`src/rtl/core/uprc_pkg.sv`:
```
// ---------------------------------------------------------------------------
// URL percent decoder package
// Shared types, character constants and digit helpers for the decoder.
// ---------------------------------------------------------------------------
package uprc_pkg;

  // Characters with a special meaning in an encoded URL.
  localparam logic [7:0] CH_PERCENT = 8'h25;
  localparam logic [7:0] CH_PLUS    = 8'h2B;
  localparam logic [7:0] CH_SPACE   = 8'h20;

  // Escape tracking state of the front end.
  typedef enum logic [1:0] {
    PEND_NONE  = 2'd0,
    PEND_PCT   = 2'd1,
    PEND_DIGIT = 2'd2
  } pend_t;

  // Work the back end performs for one queued command.
  typedef enum logic [1:0] {
    OP_PLAIN     = 2'd0,  // one beat: plain byte
    OP_ESC       = 2'd1,  // one beat: decoded escape
    OP_PCT_PLAIN = 2'd2   // two beats: '%' then plain byte marked last
  } op_t;

  typedef struct packed {
    op_t        op;
    logic [7:0] held;  // first byte after '%'
    logic [7:0] data;  // current byte
    logic       last;
  } cmd_t;

  // Digit value of an escape byte; any non-alphanumeric byte yields all ones.
  function automatic logic [7:0] digit_value(input logic [7:0] c);
    logic [7:0] v;
    v = 8'hFF;
    if (c >= 8'h30 && c <= 8'h39) begin
      v = c - 8'h30;
    end else if (c >= 8'h61 && c <= 8'h7A) begin
      v = c - 8'h61 + 8'd10;
    end else if (c >= 8'h41 && c <= 8'h5A) begin
      v = c - 8'h41 + 8'd10;
    end
    return v;
  endfunction

  // Byte outside an escape, with optional plus-to-space conversion.
  function automatic logic [7:0] plain_byte(input logic [7:0] c, input logic p2s);
    return (c == CH_PLUS && p2s) ? CH_SPACE : c;
  endfunction

endpackage

```
`src/rtl/core/uprc_front.sv`:
```
// ---------------------------------------------------------------------------
// URL percent decoder front end
// Accepts raw bytes, tracks escape sequences and queues decode commands.
// ---------------------------------------------------------------------------
module uprc_front import uprc_pkg::*; (
  input  logic       clk,
  input  logic       rst,
  input  logic       in_valid,
  output logic       in_ready,
  input  logic [7:0] in_byte,
  input  logic       in_last,
  output logic       push_valid,
  input  logic       push_ready,
  output cmd_t       push_cmd,
  output pend_t      pend
);

  pend_t      pend_next;
  logic [7:0] held;
  logic       gen;
  logic       fire;

  // A byte is taken whenever the queue has room for a command.
  assign in_ready = push_ready;
  assign fire     = in_valid && in_ready;

  // Next escape state.
  always_comb begin
    pend_next = pend;
    if (fire) begin
      case (pend)
        PEND_PCT: begin
          pend_next = in_last ? PEND_NONE : PEND_DIGIT;
        end
        PEND_DIGIT: begin
          pend_next = PEND_NONE;
        end
        default: begin
          pend_next = (in_byte == CH_PERCENT && !in_last) ? PEND_PCT : PEND_NONE;
        end
      endcase
    end
  end

  // Command produced by the current beat.
  always_comb begin
    gen           = 1'b0;
    push_cmd.op   = OP_PLAIN;
    push_cmd.held = held;
    push_cmd.data = in_byte;
    push_cmd.last = in_last;
    case (pend)
      PEND_PCT: begin
        gen         = in_last;
        push_cmd.op = OP_PCT_PLAIN;
      end
      PEND_DIGIT: begin
        gen         = 1'b1;
        push_cmd.op = OP_ESC;
      end
      default: begin
        gen         = !(in_byte == CH_PERCENT && !in_last);
        push_cmd.op = OP_PLAIN;
      end
    endcase
  end

  assign push_valid = in_valid && gen;

  // State and held escape byte.
  always_ff @(posedge clk) begin
    if (rst) begin
      pend <= PEND_NONE;
    end else begin
      pend <= pend_next;
    end
  end

  always_ff @(posedge clk) begin
    if (rst) begin
      held <= 8'h00;
    end else if (fire && pend == PEND_PCT && !in_last) begin
      held <= in_byte;
    end
  end

endmodule

```
`src/rtl/core/uprc_queue.sv`:
```
// ---------------------------------------------------------------------------
// URL percent decoder command queue
// Short register queue that decouples the front end from the back end.
// ---------------------------------------------------------------------------
module uprc_queue import uprc_pkg::*; #(
  parameter int DEPTH = 2
) (
  input  logic clk,
  input  logic rst,
  input  logic push_valid,
  output logic push_ready,
  input  cmd_t push_cmd,
  output logic head_valid,
  input  logic pop,
  output cmd_t head_cmd
);

  localparam int PW = (DEPTH > 1) ? $clog2(DEPTH) : 1;
  localparam int CW = $clog2(DEPTH + 1);

  cmd_t          slots [DEPTH];
  logic [PW-1:0] wr_ptr;
  logic [PW-1:0] rd_ptr;
  logic [CW-1:0] count;
  logic          do_push;
  logic          do_pop;

  assign push_ready = (count != CW'(DEPTH));
  assign head_valid = (count != '0);
  assign head_cmd   = slots[rd_ptr];
  assign do_push    = push_valid && push_ready;
  assign do_pop     = pop && head_valid;

  // Slot storage.
  always_ff @(posedge clk) begin
    if (do_push) begin
      slots[wr_ptr] <= push_cmd;
    end
  end

  // Pointers and fill count.
  always_ff @(posedge clk) begin
    if (rst) begin
      wr_ptr <= '0;
      rd_ptr <= '0;
      count  <= '0;
    end else begin
      if (do_push) begin
        wr_ptr <= (wr_ptr == PW'(DEPTH - 1)) ? '0 : wr_ptr + 1'b1;
      end
      if (do_pop) begin
        rd_ptr <= (rd_ptr == PW'(DEPTH - 1)) ? '0 : rd_ptr + 1'b1;
      end
      if (do_push && !do_pop) begin
        count <= count + 1'b1;
      end else if (do_pop && !do_push) begin
        count <= count - 1'b1;
      end
    end
  end

endmodule

```
`src/rtl/core/uprc_back.sv`:
```
// ---------------------------------------------------------------------------
// URL percent decoder back end
// Executes queued commands and drives decoded bytes on the output channel.
// ---------------------------------------------------------------------------
module uprc_back import uprc_pkg::*; (
  input  logic       clk,
  input  logic       rst,
  input  logic       plus_to_space,
  input  logic       head_valid,
  input  cmd_t       head_cmd,
  output logic       pop,
  output logic       out_valid,
  input  logic       out_ready,
  output logic [7:0] out_byte,
  output logic       out_last,
  output logic       phase
);

  logic       two_beat;
  logic       beat;
  logic [7:0] dv_held;
  logic [7:0] dv_data;

  assign two_beat  = (head_cmd.op == OP_PCT_PLAIN);
  assign out_valid = head_valid;
  assign beat      = out_valid && out_ready;
  assign pop       = beat && (!two_beat || phase);
  assign dv_held   = digit_value(head_cmd.held);
  assign dv_data   = digit_value(head_cmd.data);

  // Result byte for the current command and beat.
  always_comb begin
    case (head_cmd.op)
      OP_ESC: begin
        out_byte = {dv_held[3:0], 4'b0000} + dv_data;
        out_last = head_cmd.last;
      end
      OP_PCT_PLAIN: begin
        out_byte = phase ? plain_byte(head_cmd.data, plus_to_space) : CH_PERCENT;
        out_last = phase;
      end
      default: begin
        out_byte = plain_byte(head_cmd.data, plus_to_space);
        out_last = head_cmd.last;
      end
    endcase
  end

  // Beat counter for two-beat commands.
  always_ff @(posedge clk) begin
    if (rst) begin
      phase <= 1'b0;
    end else if (pop) begin
      phase <= 1'b0;
    end else if (beat && two_beat) begin
      phase <= 1'b1;
    end
  end

endmodule

```
`src/rtl/core/url_percent_decoder.sv`:
```
// A byte that completes a result is registered in the command queue before it is output.
// Throughput: one input byte per cycle while the queue has room; a '%' one byte before the end
// yields two output beats. The queue has DEPTH entries, which sets how far input runs ahead.
// Reset (rst, synchronous) clears escape state, the queue and plus_to_space to zero.
// ---------------------------------------------------------------------------
// URL percent decoder
// Streaming percent decoder with an optional plus-to-space conversion.
// ---------------------------------------------------------------------------
module url_percent_decoder import uprc_pkg::*; #(
  parameter int DEPTH = 2
) (
  input  logic       clk,
  input  logic       rst,
  input  logic       cfg_write,
  input  logic       cfg_data,
  input  logic       in_valid,
  output logic       in_ready,
  input  logic [7:0] in_byte,
  input  logic       in_last,
  output logic       out_valid,
  input  logic       out_ready,
  output logic [7:0] out_byte,
  output logic       out_last
);

  logic  plus_to_space;
  logic  push_valid;
  logic  push_ready;
  cmd_t  push_cmd;
  logic  head_valid;
  cmd_t  head_cmd;
  logic  pop;
  pend_t pend;
  logic  phase;

  // Configuration register.
  always_ff @(posedge clk) begin
    if (rst) begin
      plus_to_space <= 1'b0;
    end else if (cfg_write) begin
      plus_to_space <= cfg_data;
    end
  end

  uprc_front u_front (
    .clk        (clk),
    .rst        (rst),
    .in_valid   (in_valid),
    .in_ready   (in_ready),
    .in_byte    (in_byte),
    .in_last    (in_last),
    .push_valid (push_valid),
    .push_ready (push_ready),
    .push_cmd   (push_cmd),
    .pend       (pend)
  );

  uprc_queue #(
    .DEPTH (DEPTH)
  ) u_queue (
    .clk        (clk),
    .rst        (rst),
    .push_valid (push_valid),
    .push_ready (push_ready),
    .push_cmd   (push_cmd),
    .head_valid (head_valid),
    .pop        (pop),
    .head_cmd   (head_cmd)
  );

  uprc_back u_back (
    .clk           (clk),
    .rst           (rst),
    .plus_to_space (plus_to_space),
    .head_valid    (head_valid),
    .head_cmd      (head_cmd),
    .pop           (pop),
    .out_valid     (out_valid),
    .out_ready     (out_ready),
    .out_byte      (out_byte),
    .out_last      (out_last),
    .phase         (phase)
  );

  // The first beat of a two-beat command is followed by its final beat.
  assert property (@(posedge clk) disable iff (rst)
    (out_valid && out_ready && !phase && head_cmd.op == OP_PCT_PLAIN)
    |=> (out_valid && out_last && phase))
    else $error("two-beat command lost its second beat");

  // A '%' that is not last opens an escape instead of producing output.
  assert property (@(posedge clk) disable iff (rst)
    (in_valid && in_ready && pend == PEND_NONE && in_byte == CH_PERCENT && !in_last)
    |=> (pend == PEND_PCT))
    else $error("percent did not open an escape");

  // Output valid only drops after a completed beat.
  assert property (@(posedge clk) disable iff (rst)
    ($fell(out_valid) && !$past(rst)) |-> $past(out_valid && out_ready))
    else $error("output beat withdrawn without handshake");

endmodule
```
`config.mk`:
```
export PLATFORM = sky130hd
export DESIGN_NAME = url_percent_decoder
export DESIGN_NICKNAME = d
export VERILOG_FILES = /design/src/rtl/core/uprc_pkg.sv /design/src/rtl/core/uprc_front.sv /design/src/rtl/core/uprc_queue.sv /design/src/rtl/core/uprc_back.sv /design/src/rtl/core/url_percent_decoder.sv
export SDC_FILE = /design/constraint.sdc
export NUM_CORES = 1
export LEC_CHECK = 0
export ABC_AREA = 1
export BUFFER_PORTS_ARGS = -buffer_cell sky130_fd_sc_hd__buf_2
export CAP_MARGIN = 20
export CORE_UTILIZATION = 67
export CTS_BUF_LIST = sky130_fd_sc_hd__clkbuf_4
export DETAILED_ROUTE_END_ITERATION = 6
export PLACE_DENSITY = 0.88
export SLEW_MARGIN = 25
export SYNTH_ARGS = -nofsm -noshare
export SYNTH_HDL_FRONTEND = slang
export SYNTH_SLANG_ARGS = --single-unit
export TNS_END_PERCENT = 100
```
`constraint.sdc`:
```
create_clock -name clk -period 5.2 [get_ports clk]
set_clock_uncertainty 0.15 [all_clocks]
set_input_delay 0.26 -clock clk [delete_from_list [all_inputs] [get_ports clk]]
set_output_delay 0.26 -clock clk [all_outputs]
set_load 0.1 [all_outputs]
```
==> out/metrics.cfg, run 1 <==
[synthesis]
fraction_of_the_mapped_netlist_area_in_compound_gates = 0.110
synth_area_per_cell_sq_um = 8.14
ys_ff_latch = 55
synth_area_sq_um = 3430
muxShareOfSynthArea = 0
ys_warn_count = 0
synth_simple_gate_area_frac = 0.275
synth_xor_xnor_area_share = 0.0128
yosysSeqAreaShare = 0.432
syn-instance-count = 421
synth_top_family_by_area = simple AND/OR/NAND/NOR gates
mappedNetlistNets = 459
post_synth_fa_ha_maj_area_fraction = 0.0862
synth_cell_type_count = 38

[timing]
achievable-frequency_mhz = 226
timing.max_slew.rel_slack = 0.345
post_route_setup_tns_ns = 0
hold_viol = 0
worst_slew_pin_slew_ns = 0.974
final_min_period_over_clock_period = 0.852
slew_violations = 0
worst_slack_ns = 0.771
final-setup-viol-count = 0
minimum_clock_period_ns = 4.43
rsz0062_at_grt = false

[layout]
antennaDiodeCount = 0
syn2layout_area_growth_pct = 10.9
post-route-cell-area_sq_um = 3800
final_layout_size_suffix_gt1_frac = 0.157
fillerInstances = 322
final_net_count = 501

[cts]
h-tree-depth = 2
cts_buf_count = 5
post_cts.resized_instances = 0
clk_root_buffer_cell = clkbuf_4
clk_pin_slew_ns = 0.17
clk-insertion-delay-late_ns = 0.39
cts_tree = yes
clock_sinks = 55
max-clock-path-buffers = 2

[placed_design]
dp_hpwl_um = 5780
numPortBuffers = 25
dp_worst_setup_slack_ns = 1.26
placed_instance_area_sq_um = 3590
place.gp.congestion = 0.921

[detailed_routing]
drt-wirelength-per-cell_um = 15.5
drt_drc = 0
first_pass_iters = 5
dr_total_vias = 2977
vias_per_std_cell = 5.61
drt.antenna.violating_nets = 0
drt-initial-drc-count = 223
wl_um = 8240

[setup_path]
worstPathArrival_ns = 4.02
critPathKind = reg2out
setup.worst_path.start_class = register
worst-endpoint-required_ns = 4.79
critical_path.endpoint_type = primary output
largest_fanout_of_any_net_on_the_critical_path = 21

[die]
placementRows = 25
die-area_sq_um = 5410
initial_core_util = 0.711
die_h_um = 73.5
core-area_sq_um = 4820
die_x_um = 73.5
ios = 26

[outcome]
status = finished clean

[flow_run]
drv.max_cap_violation_count = 0

[global_routing]
largest_net_degree_at_the_start_of_global_routing = 28
antenna_found_initial = 0
via_count_of_the_first_global_routing_pass = 2926
groute.usage.overall = 0.330
grt_pass1_wl_um = 13300
globalRoute.totalOverflow = 0

[hold_path]
hold_class = in2reg

## worst max-delay path: stages, from the launching register on
cell	delay (ns)
dfxtp_1	0.42
inv_4	0.13
o21ai_0	0.51
ha_1	0.31
a21oi_1	0.15
o21ai_0	0.24
xor2_1	0.17
nand2_1	0.06
o21ai_0	0.07
a21oi_1	0.07
ha_1	0.33
nand2_1	0.08
nand2_1	0.05
a31oi_1	0.20
inv_1	0.07
nand3_1	0.10
nand2_1	0.06
nand2_1	0.05
nand3_1	0.06
nand2_1	0.06
buf_2	0.42
## metal layers
layer	up-vias	track usage	wire [um]
met4	0	0.145	266
met5	-	0	0
met2	123	0.593	4300
met1	1372	0.392	3200
li1	1453	-	-
met3	29	0.0439	481
## layout by cell type (no fill, tap or decap), types with 2 or more instances in the layout
master         instances
nand2_1              109
inv_1                 55
edfxtp_1              38
nor2_1                34
o21ai_0               26
buf_2                 25
nand3_1               24
a21oi_1               23
ha_1                  22
dfxtp_1               17
nand2_2               15
dlygate4sd3_1         14
nor3_1                 6
o21ai_1                6
nand2_4                5
xor2_1                 5
clkbuf_4               5
nand3_2                3
buf_4                  3
a31oi_1                2
inv_4                  2
or2_2                  2
o211ai_1               2
a21oi_2                2
inv_2                  2
nor2_2                 2
o22ai_1                2
## kinds of logic after synthesis
| family | count (synthesis) |
|---|---|
| adders and majority gates | 23 |
| xor gates and xnor gates | 5 |
| DFF | 55 |
| AOI/OAI and AO/OA | 67 |
| and+or+nand+nor | 205 |
| buffers and inverters | 66 |
## repair_timing
action / 4_1_cts / 5_1_grt
endpoints found under the hold margin: 23 / 0
hold buffers: 14 / 0
buffers inserted: 0 / 0
## cell usage after synthesis
cell type	instances	area, sq um
xor2_1	5	43.8
a21oi_1	23	115
o21ai_2	1	8.76
a31oi_1	2	12.5
buf_6	3	33.8
o21ai_1	6	30.0
buf_1	1	3.75
buf_4	1	7.51
inv_2	2	7.51
nand3_4	1	17.5
a21oi_2	2	17.5
nand2_4	5	56.3
clkbuf_1	1	3.75
nor2_1	34	128
nand3_1	24	120
nand2_1	109	409
a221o_1	1	10.0
inv_4	2	12.5
nor2_2	2	12.5
and3_1	1	6.26
nor4_1	1	6.26
ha_1	22	275
o22ai_1	2	12.5
o21ai_4	1	16.3
o21ai_0	26	130
edfxtp_1	38	1140
inv_1	55	206
nand3_2	3	30.0
dfxtp_1	17	340
nor2_4	1	11.3
nor3_1	6	30.0
nand3b_1	1	7.51
or2_2	2	12.5
fa_1	1	20.0
a211oi_1	1	7.51
buf_8	1	15.0
o211ai_1	2	15.0
nand2_2	15	93.8
## worst paths after layout
check,from,end,slack (ns),cells after the start
max,register,out_byte[7],0.77,20
min,in_valid,u_front.pend[1]$_SDFFE_PP0P_,0.06,4
max reg2reg,u_front.pend[1]$_SDFFE_PP0P_,u_front.held[6]$_SDFFE_PP0P_,2.40,8
min reg2reg,u_front.held[3]$_SDFFE_PP0P_,u_queue.slots[0][12]$_DFFE_PP_,0.34,0
## per-stage QoR
stage	hold WS [ns]	util	instances
finish	0.0633	0.789	531
detailed placement	0.297	0.746	509
CTS	0.0538	0.789	531
global route	0.0637	0.789	531
floorplan	0.179	-	421
global placement	0.282	0.746	509
## flip-flops by register name, indices dropped and copies added, names as in the netlist, named ones only
signal	cells
u_queue.rd_ptr	1
u_back.phase	1
u_queue.wr_ptr	1
u_front.pend	2
plus_to_space	1
u_queue.count	2
u_queue.slots	38
u_front.held	8
## final cells by class
class | count | area, sq um | share of cell area
clock inverter | 3 | 27.5 | 0.00724
sequential | 55 | 1480 | 0.390
multi-input combinational | 300 | 1660 | 0.436
clock buffer | 5 | 37.5 | 0.00988
inverter | 59 | 226 | 0.0596
tap | 67 | 83.8 | 0.0221
timing repair buffer | 42 | 288 | 0.0757
Power of run 1 is left out: the tool's default activity adds up to more than one toggle a clock period on the data nets, which glitch-free logic cannot reach.
==> inputs of run 2 (changes only) <==
CORE_ASPECT_RATIO = 0.9   (was unset)
==> out/metrics.cfg, run 2 (same netlist as run 1, synthesis figures left out) <==
[outcome]
status = finished clean

[timing]
post_route_setup_tns_ns = 0
rsz0062_at_grt = false
hold_viol = 0
worst_slew_pin_slew_ns = 0.917
final-setup-viol-count = 0
slew_violations = 0
final_min_period_over_clock_period = 0.856
minimum_clock_period_ns = 4.45
timing.max_slew.rel_slack = 0.384
worst_slack_ns = 0.751
achievable-frequency_mhz = 225

[layout]
final_layout_size_suffix_gt1_frac = 0.158
final_cell_mix = nand2_1, inv_1, edfxtp_1
largest_reg_flops = 38
final_net_count = 500
largest_register = u_queue.slots
antennaDiodeCount = 0
post-route-cell-area_sq_um = 3790
fillerInstances = 311
layout_commonest_cell = nand2_1
layout.core_utilization = 0.774
syn2layout_area_growth_pct = 10.5
reg.largest.list = u_queue.slots x38, u_front.held x8

[global_routing]
groute.usage.overall = 0.318
antenna_found_initial = 0
grt_pass1_wl_um = 13100
globalRoute.totalOverflow = 0
largest_net_degree_at_the_start_of_global_routing = 24
via_count_of_the_first_global_routing_pass = 2788

[cts]
cts_tree = yes
clock_sinks = 55
cts_buf_count = 5
clk-insertion-delay-late_ns = 0.40
post_cts_hold_buffer_count = 13
h-tree-depth = 2
clk_root_buffer_cell = clkbuf_4
postCtsSetupRepairBufs = 0
post_cts.resized_instances = 0
clk_pin_slew_ns = 0.17
max-clock-path-buffers = 2

[setup_path]
crit_path_top_delay_cell = o21ai_0
worstPathArrival_ns = 4.04
setup.worst_path.start_class = register
largest_fanout_of_any_net_on_the_critical_path = 21
reg2reg_slack_ns = 2.27
worst-endpoint-required_ns = 4.79
critical_path.endpoint_type = primary output
largest_stage_delay_on_the_critical_path_ns = 0.52
critPathKind = reg2out
crit_chain = inv_4 > o21ai_0 > ha_1 > nor2_1 > nand3_2 > nand2_1 > nand2_1 > nand2_1 > nor2_4 > nand2_2 > o21ai_0 > a21oi_1 > ha_1 > nand2_1 > nand2_1 > a31oi_1 > inv_1 > nand3_1 > nand2_1 > nand2_1 > nand3_1 > nand2_1 > buf_2
crit_path_frequent_cell = nand2_1

[placed_design]
dp_worst_setup_slack_ns = 1.20
place.gp.congestion = 0.932
dp_hpwl_um = 5450
numPortBuffers = 25
placed_instance_area_sq_um = 3590

[die]
die_h_um = 69.9
die-area_sq_um = 5410
placementRows = 24
die_x_um = 77.4
ios = 26
core-area_sq_um = 4890
initial_core_util = 0.700

[detailed_routing]
drt_drc = 0
dr_total_vias = 2990
wl_um = 8120
vias_per_std_cell = 5.66
first_pass_iters = 5
drt-wirelength-per-cell_um = 15.4
drt-initial-drc-count = 251
drt.antenna.violating_nets = 0

[hold_path]
hold_class = in2reg

[flow_run]
drv.max_cap_violation_count = 0

run 2: cell count changes in the layout (fill, tap and decap cells not counted):
cell           delta
dlygate4sd3_1     -1
run 2: final timing paths:
check,startpoint,endpoint,depth (start not counted)
max,register,out_byte[7],23
min,in_valid,u_front.pend[1]$_SDFFE_PP0P_,4
max reg2reg,register,u_queue.count[1]$_SDFFE_PP0P_,11
min reg2reg,u_front.held[0]$_SDFFE_PP0P_,u_queue.slots[1][9]$_DFFE_PP_,0
run 2: area by class of cell:
type | count | area (sq um) | share of cell area
multi-input combinational | 300 | 1660 | 0.437
inverter | 59 | 226 | 0.0598
sequential | 55 | 1480 | 0.391
tap | 65 | 81.3 | 0.0215
clock inverter | 3 | 27.5 | 0.00727
clock buffer | 5 | 37.5 | 0.00991
timing repair buffer | 41 | 278 | 0.0733
run 2: worst max-delay path: cells and delay by family (launching register included):
family          cells  cell delay [ns]
compound gates      4             0.93
fa+ha+maj           2             0.60
buf+inv             3             0.63
flops               1             0.49
simple gates       14             0.99
run 2: routing by layer:
metal | routed length, um | track usage | vias to the layer above | part of all wire
met4 | 223 | 0.151 | 0 | 0.027
met3 | 726 | 0.0654 | 21 | 0.089
met2 | 4040 | 0.538 | 145 | 0.50
li1 | - | - | 1454 | -
met5 | 0 | 0 | - | 0
met1 | 3130 | 0.388 | 1370 | 0.39
run 2: metrics by stage:
step / cells / hold WS [ns]
after floorplan: 421 / 0.179
after global placement: 507 / 0.286
after detailed placement: 507 / 0.284
after CTS: 528 / 0.0431
after global routing: 528 / 0.0853
final: 528 / 0.0789
Power of run 2 is left out for the same reason.
